`src/rtl/drw_pkg.sv`:
```
`timescale 1ns / 1ps
package drw_pkg;

	// Opcodes of an input item
	typedef enum logic [1:0] {
		OP_LOAD = 2'd0,
		OP_SWAP = 2'd1,
		OP_READ = 2'd2
	} opcode_t;

	// Result codes
	typedef enum logic [2:0] {
		ST_DONE    = 3'd0,
		ST_SWAPPED = 3'd1,
		ST_SHARED  = 3'd2,
		ST_EXISTS  = 3'd3,
		ST_BAD     = 3'd4
	} status_t;

	typedef struct packed {
		logic [1:0]         opcode;
		logic [5:0]         node_src;
		logic [5:0]         node_dst;
		logic signed [31:0] edge_weight;
		logic [9:0]         edge_first;
		logic [9:0]         edge_second;
	} req_t;

	typedef struct packed {
		logic [2:0]         status;
		logic signed [31:0] read_weight;
		logic [10:0]        edges_loaded;
	} rsp_t;

	// Jump conditions of a control word; a true condition ends the item
	typedef enum logic [2:0] {
		CND_NONE     = 3'd0,
		CND_ALWAYS   = 3'd1,
		CND_LOAD_BAD = 3'd2,
		CND_READ_BAD = 3'd3,
		CND_IDX_BAD  = 3'd4,
		CND_SHARED   = 3'd5,
		CND_OCCUPIED = 3'd6
	} cond_t;

	// Weight store read address select
	typedef enum logic [2:0] {
		WA_REQ = 3'd0,
		WA_AD  = 3'd1,
		WA_CB  = 3'd2,
		WA_AB  = 3'd3,
		WA_CD  = 3'd4
	} wa_t;

	// Weight store write select
	typedef enum logic [2:0] {
		WW_NONE = 3'd0,
		WW_REQ  = 3'd1,
		WW_AD   = 3'd2,
		WW_AB   = 3'd3,
		WW_CB   = 3'd4,
		WW_CD   = 3'd5
	} ww_t;

	// Edge list write select
	typedef enum logic [1:0] {
		EW_NONE   = 2'd0,
		EW_LOAD   = 2'd1,
		EW_FIRST  = 2'd2,
		EW_SECOND = 2'd3
	} ew_t;

	// Datapath register load select
	typedef enum logic [2:0] {
		LD_NONE = 3'd0,
		LD_ABCD = 3'd1,
		LD_OCC  = 3'd2,
		LD_WAB  = 3'd3,
		LD_WCD  = 3'd4,
		LD_RD   = 3'd5
	} ld_t;

	typedef struct packed {
		logic    take;
		logic    emit;
		cond_t   cond;
		status_t st;
		wa_t     wa;
		ww_t     ww;
		ew_t     ew;
		ld_t     ld;
		logic    inc;
	} ctrl_t;

	typedef struct packed {
		logic load_bad;
		logic read_bad;
		logic idx_bad;
		logic shared;
		logic occupied;
	} flags_t;

endpackage

```
`src/rtl/drw_seq.sv`:
```
`timescale 1ns / 1ps
module drw_seq import drw_pkg::*; (
	input  logic       clk,
	input  logic       arst_n,
	input  logic       accept,
	input  logic [1:0] opcode,
	input  flags_t     flags,
	input  logic       out_room,
	output ctrl_t      ctrl,
	output logic       taken
);

	localparam int STEP_W = 5;
	typedef logic [STEP_W-1:0] step_t;

	localparam step_t STEP_IDLE = 5'd0;
	localparam step_t STEP_LD0  = 5'd1;
	localparam step_t STEP_LD1  = 5'd2;
	localparam step_t STEP_RD0  = 5'd3;
	localparam step_t STEP_RD1  = 5'd4;
	localparam step_t STEP_SW0  = 5'd5;
	localparam step_t STEP_SW1  = 5'd6;
	localparam step_t STEP_SW2  = 5'd7;
	localparam step_t STEP_SW3  = 5'd8;
	localparam step_t STEP_SW4  = 5'd9;
	localparam step_t STEP_SW5  = 5'd10;
	localparam step_t STEP_SW6  = 5'd11;
	localparam step_t STEP_SW7  = 5'd12;
	localparam step_t STEP_SW8  = 5'd13;
	localparam step_t STEP_SW9  = 5'd14;
	localparam step_t STEP_SW10 = 5'd15;
	localparam step_t STEP_BAD  = 5'd16;
	localparam step_t STEP_FIN  = 5'd17;

	// Microprogram: memory writes and the count increment of a word are
	// dropped when its condition fires.
	function automatic ctrl_t ucode(input step_t s);
		ctrl_t w;
		w = '0;
		unique case (s)
			STEP_IDLE: w.take = 1'b1;
			STEP_LD0: begin
				w.cond = CND_LOAD_BAD;
				w.st   = ST_BAD;
				w.ww   = WW_REQ;
				w.ew   = EW_LOAD;
				w.inc  = 1'b1;
			end
			STEP_LD1: begin
				w.cond = CND_ALWAYS;
				w.st   = ST_DONE;
			end
			STEP_RD0: begin
				w.cond = CND_READ_BAD;
				w.st   = ST_BAD;
				w.wa   = WA_REQ;
			end
			STEP_RD1: begin
				w.cond = CND_ALWAYS;
				w.st   = ST_DONE;
				w.ld   = LD_RD;
			end
			STEP_SW0: begin
				w.cond = CND_IDX_BAD;
				w.st   = ST_BAD;
			end
			STEP_SW1: w.ld = LD_ABCD;
			STEP_SW2: begin
				w.cond = CND_SHARED;
				w.st   = ST_SHARED;
				w.wa   = WA_AD;
			end
			STEP_SW3: begin
				w.wa = WA_CB;
				w.ld = LD_OCC;
			end
			STEP_SW4: begin
				w.wa = WA_AB;
				w.ld = LD_OCC;
			end
			STEP_SW5: begin
				w.cond = CND_OCCUPIED;
				w.st   = ST_EXISTS;
				w.wa   = WA_CD;
				w.ld   = LD_WAB;
			end
			STEP_SW6: begin
				w.ld = LD_WCD;
				w.ww = WW_AD;
				w.ew = EW_FIRST;
			end
			STEP_SW7: begin
				w.ww = WW_AB;
				w.ew = EW_SECOND;
			end
			STEP_SW8: w.ww = WW_CB;
			STEP_SW9: w.ww = WW_CD;
			STEP_SW10: begin
				w.cond = CND_ALWAYS;
				w.st   = ST_SWAPPED;
			end
			STEP_BAD: begin
				w.cond = CND_ALWAYS;
				w.st   = ST_BAD;
			end
			STEP_FIN: w.emit = 1'b1;
			default: begin
				w.cond = CND_ALWAYS;
				w.st   = ST_BAD;
			end
		endcase
		return w;
	endfunction

	function automatic step_t entry(input logic [1:0] op);
		step_t s;
		s = STEP_BAD;
		unique case (op)
			OP_LOAD: s = STEP_LD0;
			OP_SWAP: s = STEP_SW0;
			OP_READ: s = STEP_RD0;
			default: s = STEP_BAD;
		endcase
		return s;
	endfunction

	step_t step_q;

	assign ctrl = ucode(step_q);

	always_comb begin
		unique case (ctrl.cond)
			CND_NONE:     taken = 1'b0;
			CND_ALWAYS:   taken = 1'b1;
			CND_LOAD_BAD: taken = flags.load_bad;
			CND_READ_BAD: taken = flags.read_bad;
			CND_IDX_BAD:  taken = flags.idx_bad;
			CND_SHARED:   taken = flags.shared;
			CND_OCCUPIED: taken = flags.occupied;
			default:      taken = 1'b1;
		endcase
	end

	always_ff @(posedge clk or negedge arst_n) begin
		if (!arst_n) begin
			step_q <= STEP_IDLE;
		end else if (ctrl.take) begin
			if (accept) begin
				step_q <= entry(opcode);
			end
		end else if (ctrl.emit) begin
			if (out_room) begin
				step_q <= STEP_IDLE;
			end
		end else if (taken) begin
			step_q <= STEP_FIN;
		end else begin
			step_q <= STEP_W'(step_q + 1'b1);
		end
	end

endmodule

```
`config.mk`:
```
export PLATFORM = sky130hd
export DESIGN_NAME = drw_seq
export DESIGN_NICKNAME = d
export VERILOG_FILES = /design/src/rtl/drw_pkg.sv /design/src/rtl/drw_seq.sv
export SDC_FILE = /design/constraint.sdc
export NUM_CORES = 1
export LEC_CHECK = 0
export ABC_CLOCK_PERIOD_IN_PS = 4000
export BUFFER_PORTS_ARGS = -buffer_cell sky130_fd_sc_hd__clkbuf_2
export CAP_MARGIN = 20
export CORE_MARGIN = 2
export CORE_UTILIZATION = 52
export DETAILED_ROUTE_END_ITERATION = 10
export PLACE_DENSITY = 0.84
export SYNTH_ARGS = -nofsm -noshare
export SYNTH_HDL_FRONTEND = slang
export SYNTH_SLANG_ARGS = --single-unit
export TNS_END_PERCENT = 1
```
`constraint.sdc`:
```
create_clock -name clk -period 4 [get_ports clk]
set_clock_uncertainty 0.2 [all_clocks]
set_input_delay 1.2 -clock clk [delete_from_list [all_inputs] [get_ports clk]]
set_output_delay 1.2 -clock clk [all_outputs]
set_load 0.02 [all_outputs]
```
Word level (Yosys, flattened, before mapping)
Index checks and enable logic that the tools add are counted.
{"block": "word_totals", "reg_bits": 5, "in_bits": 11, "output_inout_bits": 21, "wordCells": 49}
{"block": "op_classes", "add_sub_neg": 1, "eq_ne": 25, "n_mux": 15, "n_reduce_logical": 7}
{"cell": "6-bit case mux with 8 select lines", "count": 1}
{"cell": "5-bit by 4-bit equality test with 1-bit output, second input constant", "count": 8}
{"cell": "3-bit case mux with 5 select lines", "count": 2}
{"cell": "5-bit 2-to-1 mux", "count": 5}
{"cell": "5-bit by 3-bit equality test with 1-bit output, second input constant", "count": 4}
{"cell": "5-bit case mux with 3 select lines", "count": 1}
{"cell": "3-bit case mux with 4 select lines", "count": 1}
{"cell": "5-bit by 2-bit equality test with 1-bit output, second input constant", "count": 2}
{"cell": "3-bit equality test, second input constant", "count": 3}
{"cell": "9-bit OR reduction", "count": 1}
{"cell": "3-bit by 2-bit equality test with 1-bit output, second input constant", "count": 2}
{"cell": "1-bit case mux with 6 select lines", "count": 1}
{"cell": "2-bit case mux with 3 select lines", "count": 1}
{"cell": "5-bit by 1-bit adder with 5-bit output, second input constant", "count": 1}
{"cell": "5-bit by 1-bit equality test with 1-bit output, second input constant", "count": 1}
{"cell": "5-bit equality test, second input constant", "count": 1}
{"cell": "5-bit logical NOT", "count": 1}
{"cell": "2-bit OR reduction", "count": 2}
{"cell": "3-bit logical NOT", "count": 1}
{"cell": "1-bit 2-to-1 mux", "count": 3}
{"cell": "3-bit by 2-bit inequality test with 1-bit output, second input constant", "count": 1}
{"cell": "2-bit by 1-bit equality test with 1-bit output, second input constant", "count": 1}
{"cell": "2-bit equality test, second input constant", "count": 1}
{"cell": "2-bit logical NOT", "count": 1}
{"cell": "other kinds (2)", "count": 2}

Depth between registers and ports, before layout
{"block": "depth", "word_depth": 8, "depth_mapped": 9, "mapped_depth_nobuf": 9}

Worst setup path after synthesis
OpenSTA, ideal clock, no wires.
{"block": "synth_timing", "path_type": "input to output", "from": "input port flags[0] in the netlist's numbering", "to": "output port taken", "t_arrival_ns": 1.988, "required_time_ns": 2.600, "slack_ns": 0.612, "path_stages": 4, "n_path_buf": 0, "path_cell_list": "nand4bb_1 > a221o_1 > a41o_2 > inv_2"}
{"block": "synth_via", "elab_chain_len": 1}
{"item": "from (decl)", "line": "drw_seq.sv:7", "text": "input flags_t flags,"}
{"item": "1-bit case mux with 6 select lines", "line": "drw_seq.sv:132", "text": "unique case (ctrl.cond)"}
{"item": "to (decl)", "line": "drw_seq.sv:10", "text": "output logic taken"}
No other way between the ends.

Worst setup path in the final report
{"block": "layout_timing", "from": "register step_q[1]", "to": "output port taken"}
{"block": "layout_via", "elab_chain_len": 5, "word_cells_on_any_way": 27, "cone_classes": "eq/ne (21); mux (2); reduce/logical (4)"}
{"item": "from (decl)", "line": "drw_seq.sv:127", "text": "step_t step_q;"}
{"item": "from (signal assigned)", "line": "drw_seq.sv:149", "text": "step_q <= entry(opcode);"}
{"item": "from (signal assigned)", "line": "drw_seq.sv:158", "text": "step_q <= STEP_W'(step_q + 1'b1);"}
{"item": "5-bit by 4-bit equality test with 1-bit output, or another cell as far along", "line": "drw_seq.sv:40", "text": "unique case (s)"}
{"item": "9-bit OR reduction (no line) or 2-bit OR reduction (tied branches)"}
{"item": "6-bit case mux with 8 select lines *", "line": "drw_seq.sv:40"}
{"item": "3-bit equality test, or another cell as far along", "line": "drw_seq.sv:132"}
{"item": "1-bit case mux with 6 select lines *", "line": "drw_seq.sv:132"}
Every way passes the cells marked *; elsewhere a longest branch is shown, timed or not.

==> impl_metrics.toml <==
[worst_setup_path]
worstPathCellList = "inv_1 > ha_1 > or2_2 > nand2_1 > a221o_1 > a41o_2 > inv_2 > clkbuf_2"
cp_data_required_time_ns = 2.60
slowest_stage = "dfrtp_1"
path_class = "reg -> out"
r2r-end = "step_q[2]"
slowest_delay_ns = 0.42
rr_startpoint = "step_q[1]"
start_kind = "register"
r2r_slack_ns = 1.63
end_kind = "primary output"
critPathMaxFanout = 11
crit_arrival_ns = 2.35
rr_worst_depth = 8

[final_layout]
largest_register_ffs = 5
multiInputGateArea_um2 = 653
layout-drive-gt1-share_pct = 38.0
finalNetCount = 159
ff_latch_area_um2 = 125
final_core_util_pct = 65.5
filler_cell_count = 141
reg.largest.list = "step_q x5"
mostFrequentLayoutCell = "clkbuf_2"
diodes = 0
area_growth_pct = 16.6
final_cell_mix = "clkbuf_2, nand2_1, a21oi_1, nor2_1"
regMostFlops = "step_q"

[clock_tree]
clock_sinks = 5
postCtsHoldBufs = 0
clk_pin_slew_ns = 0.04
cts_buffers = 3
htreeDepth = 1
cts_tree = "built"
clk_path_buf_depth = 2
insertion_delay_ns = 0.23
cts_setup_buffers = 0
cts_resized = 0
root_buffer = "clkbuf_4"

[synth]
synth.cell_area_um2 = 866
synth_area_per_cell_um2 = 7.60
ys.flop_type = "dfrtp_1"
synthCells = 114
yosys_warnings = 0
synth_seq_cells = 5
syn_nets = 130
synth.distinct_cells = 48
synth_edf_count = 0
ys_seq_area_share_pct = 14.5
async_reset_ff_share_pct = 100

[grt]
grt_start_max_net_pins = 23
grt_antenna_before_repair = 0
grt_pass1_wl_mm = 3.33
track_usage_pct = 22.2
overflow = 0
grt_pass1_vias = 790

[power]
switching_share_pct = 55.6
power_per_cell_area_nw_per_um2 = 730
clkPwrFrac_pct = 7.5
p_comb_share_pct = 75.4
peakVddDrop_mv = 0.516
leakage_nw = 0.497
p_sw_mw = 0.410
intPower_mw = 0.327
seq_power_share_pct = 17.1

[min_path]
min_from = "step_q[1]"
hold_path_depth = 2
min_to = "step_q[1]"
hold_path_class = "reg -> reg"

[floorplanning]
rows = 14
dieHeight_um = 44.8
dieArea_um2 = 2010
die-width_um = 44.8
start_util_pct = 56.2
ioPinCount = 32
coreArea_um2 = 1540

[run_status]
run_status = "finished, final reports clean"

[routing]
routed_wl_mm = 2.07
viasPerCell = 5.82
routedWlPerCell_um = 13.1
first_pass_iters = 4
ant_nets = 0
drc_errors = 0
vias = 920
drt-initial-drc-count = 21

[sta]
period_share_pct = 93.7
setup_viol = 0
rsz0062_at_grt = "no"
min_period_ns = 3.75
slew_violations = 0
slew_headroom_pct = 54.2
tns_ns = 0
fmax_mhz = 267
worstMarginPinSlew_ns = 0.687
hold_viol_final = 0

[place]
hpwl_mm = 1.62
gp_congestion = 0.850
io_buffers = 31

[run]
drv_cap = 0
==> power groups by stage <==
stage / Combinational, mW / Clock, mW / Sequential (mW)
after global routing: 0.612 / 0.0597 / 0.132
after global placement: 0.541 / 0 / 0.124
after CTS: 0.559 / 0.0564 / 0.126
final: 0.556 / 0.0552 / 0.126
after detailed placement: 0.554 / 0 / 0.127
after floorplan: 0.478 / 0 / 0.0870
==> synth_stat cells, drive strengths merged, types with 2 or more instances <==
library cell  number  area, um^2
a211oi             2        20.0
a21oi             11        58.8
and2               2        12.5
and2b              4        31.3
buf                6        57.6
clkbuf             2        7.51
dfrtp              5         125
ha                 5        62.6
inv                6        22.5
mux2               2        22.5
mux2i              2        20.0
nand2             18        67.6
nand3              5        25.0
nor2               8        32.5
nor2b              3        18.8
nor3               2        15.0
nor3b              2        15.0
o2111ai            2        23.8
o211ai             2        15.0
o21ai              5        25.0
or2                3        18.8
xor2               2        25.0
==> metrics by stage <==
step	std cells	hold slack, ns	setup WS (ns)	instance area, um^2	power, mW
after global routing	158	0.439	0.0847	1010	0.804
after floorplan	114	0.340	0.612	866	0.565
final	158	0.398	0.250	1010	0.737
after global placement	154	0.372	0.377	983	0.666
after CTS	158	0.399	0.238	1010	0.742
after detailed placement	154	0.391	0.357	983	0.681
==> how the worst max path moves through the flow <==
stage | from | to | slack [ns] | cells past startpoint
after CTS | step_q[1] | taken | 0.24 | 8
final | step_q[1] | taken | 0.25 | 8
after floorplan | flags[0] | taken | 0.61 | 4
after global routing | step_q[1] | taken | 0.08 | 8
after global placement | flags[0] | taken | 0.38 | 6
after detailed placement | flags[0] | taken | 0.36 | 6
==> layout make-up <==
class	count	share of cell area, %
inverters	6	2.23
multi-input cells	95	64.7
flip-flops and latches	5	12.4
clock buffers	4	2.60
well taps	16	1.98
repair buffers	32	16.1
==> routing by layer <==
metal	wire length, um	track usage [%]	part of all wire, %	vias to the layer above
li1	-	-	-	467
met1	883	28.0	43	420
met2	1090	42.0	53	33
met3	96	1.20	4.6	0
met4	0	3.53	0	0
met5	0	0	0	-
==> critical path: cells and delay by family, from the launching register on <==
kind / cells / cell delay [ns]
compound gates: 2 / 0.67
flops: 1 / 0.42
simple gates: 2 / 0.29
buf+inv: 3 / 0.34
fa+ha+maj: 1 / 0.40
==> logic make-up (layout without fill, tap and decap cells) <==
kind of cell | count (synthesis) | in the layout | synth area share (%)
simple gates | 52 | 52 | 32.7
compound gates | 32 | 32 | 27.7
buf+inv | 14 | 42 | 10.1
fa+ha+maj | 5 | 5 | 7.23
flops | 5 | 5 | 14.5
mux | 4 | 4 | 4.91
xor+xnor | 2 | 2 | 2.89
(Power assumes the default switching activity.)
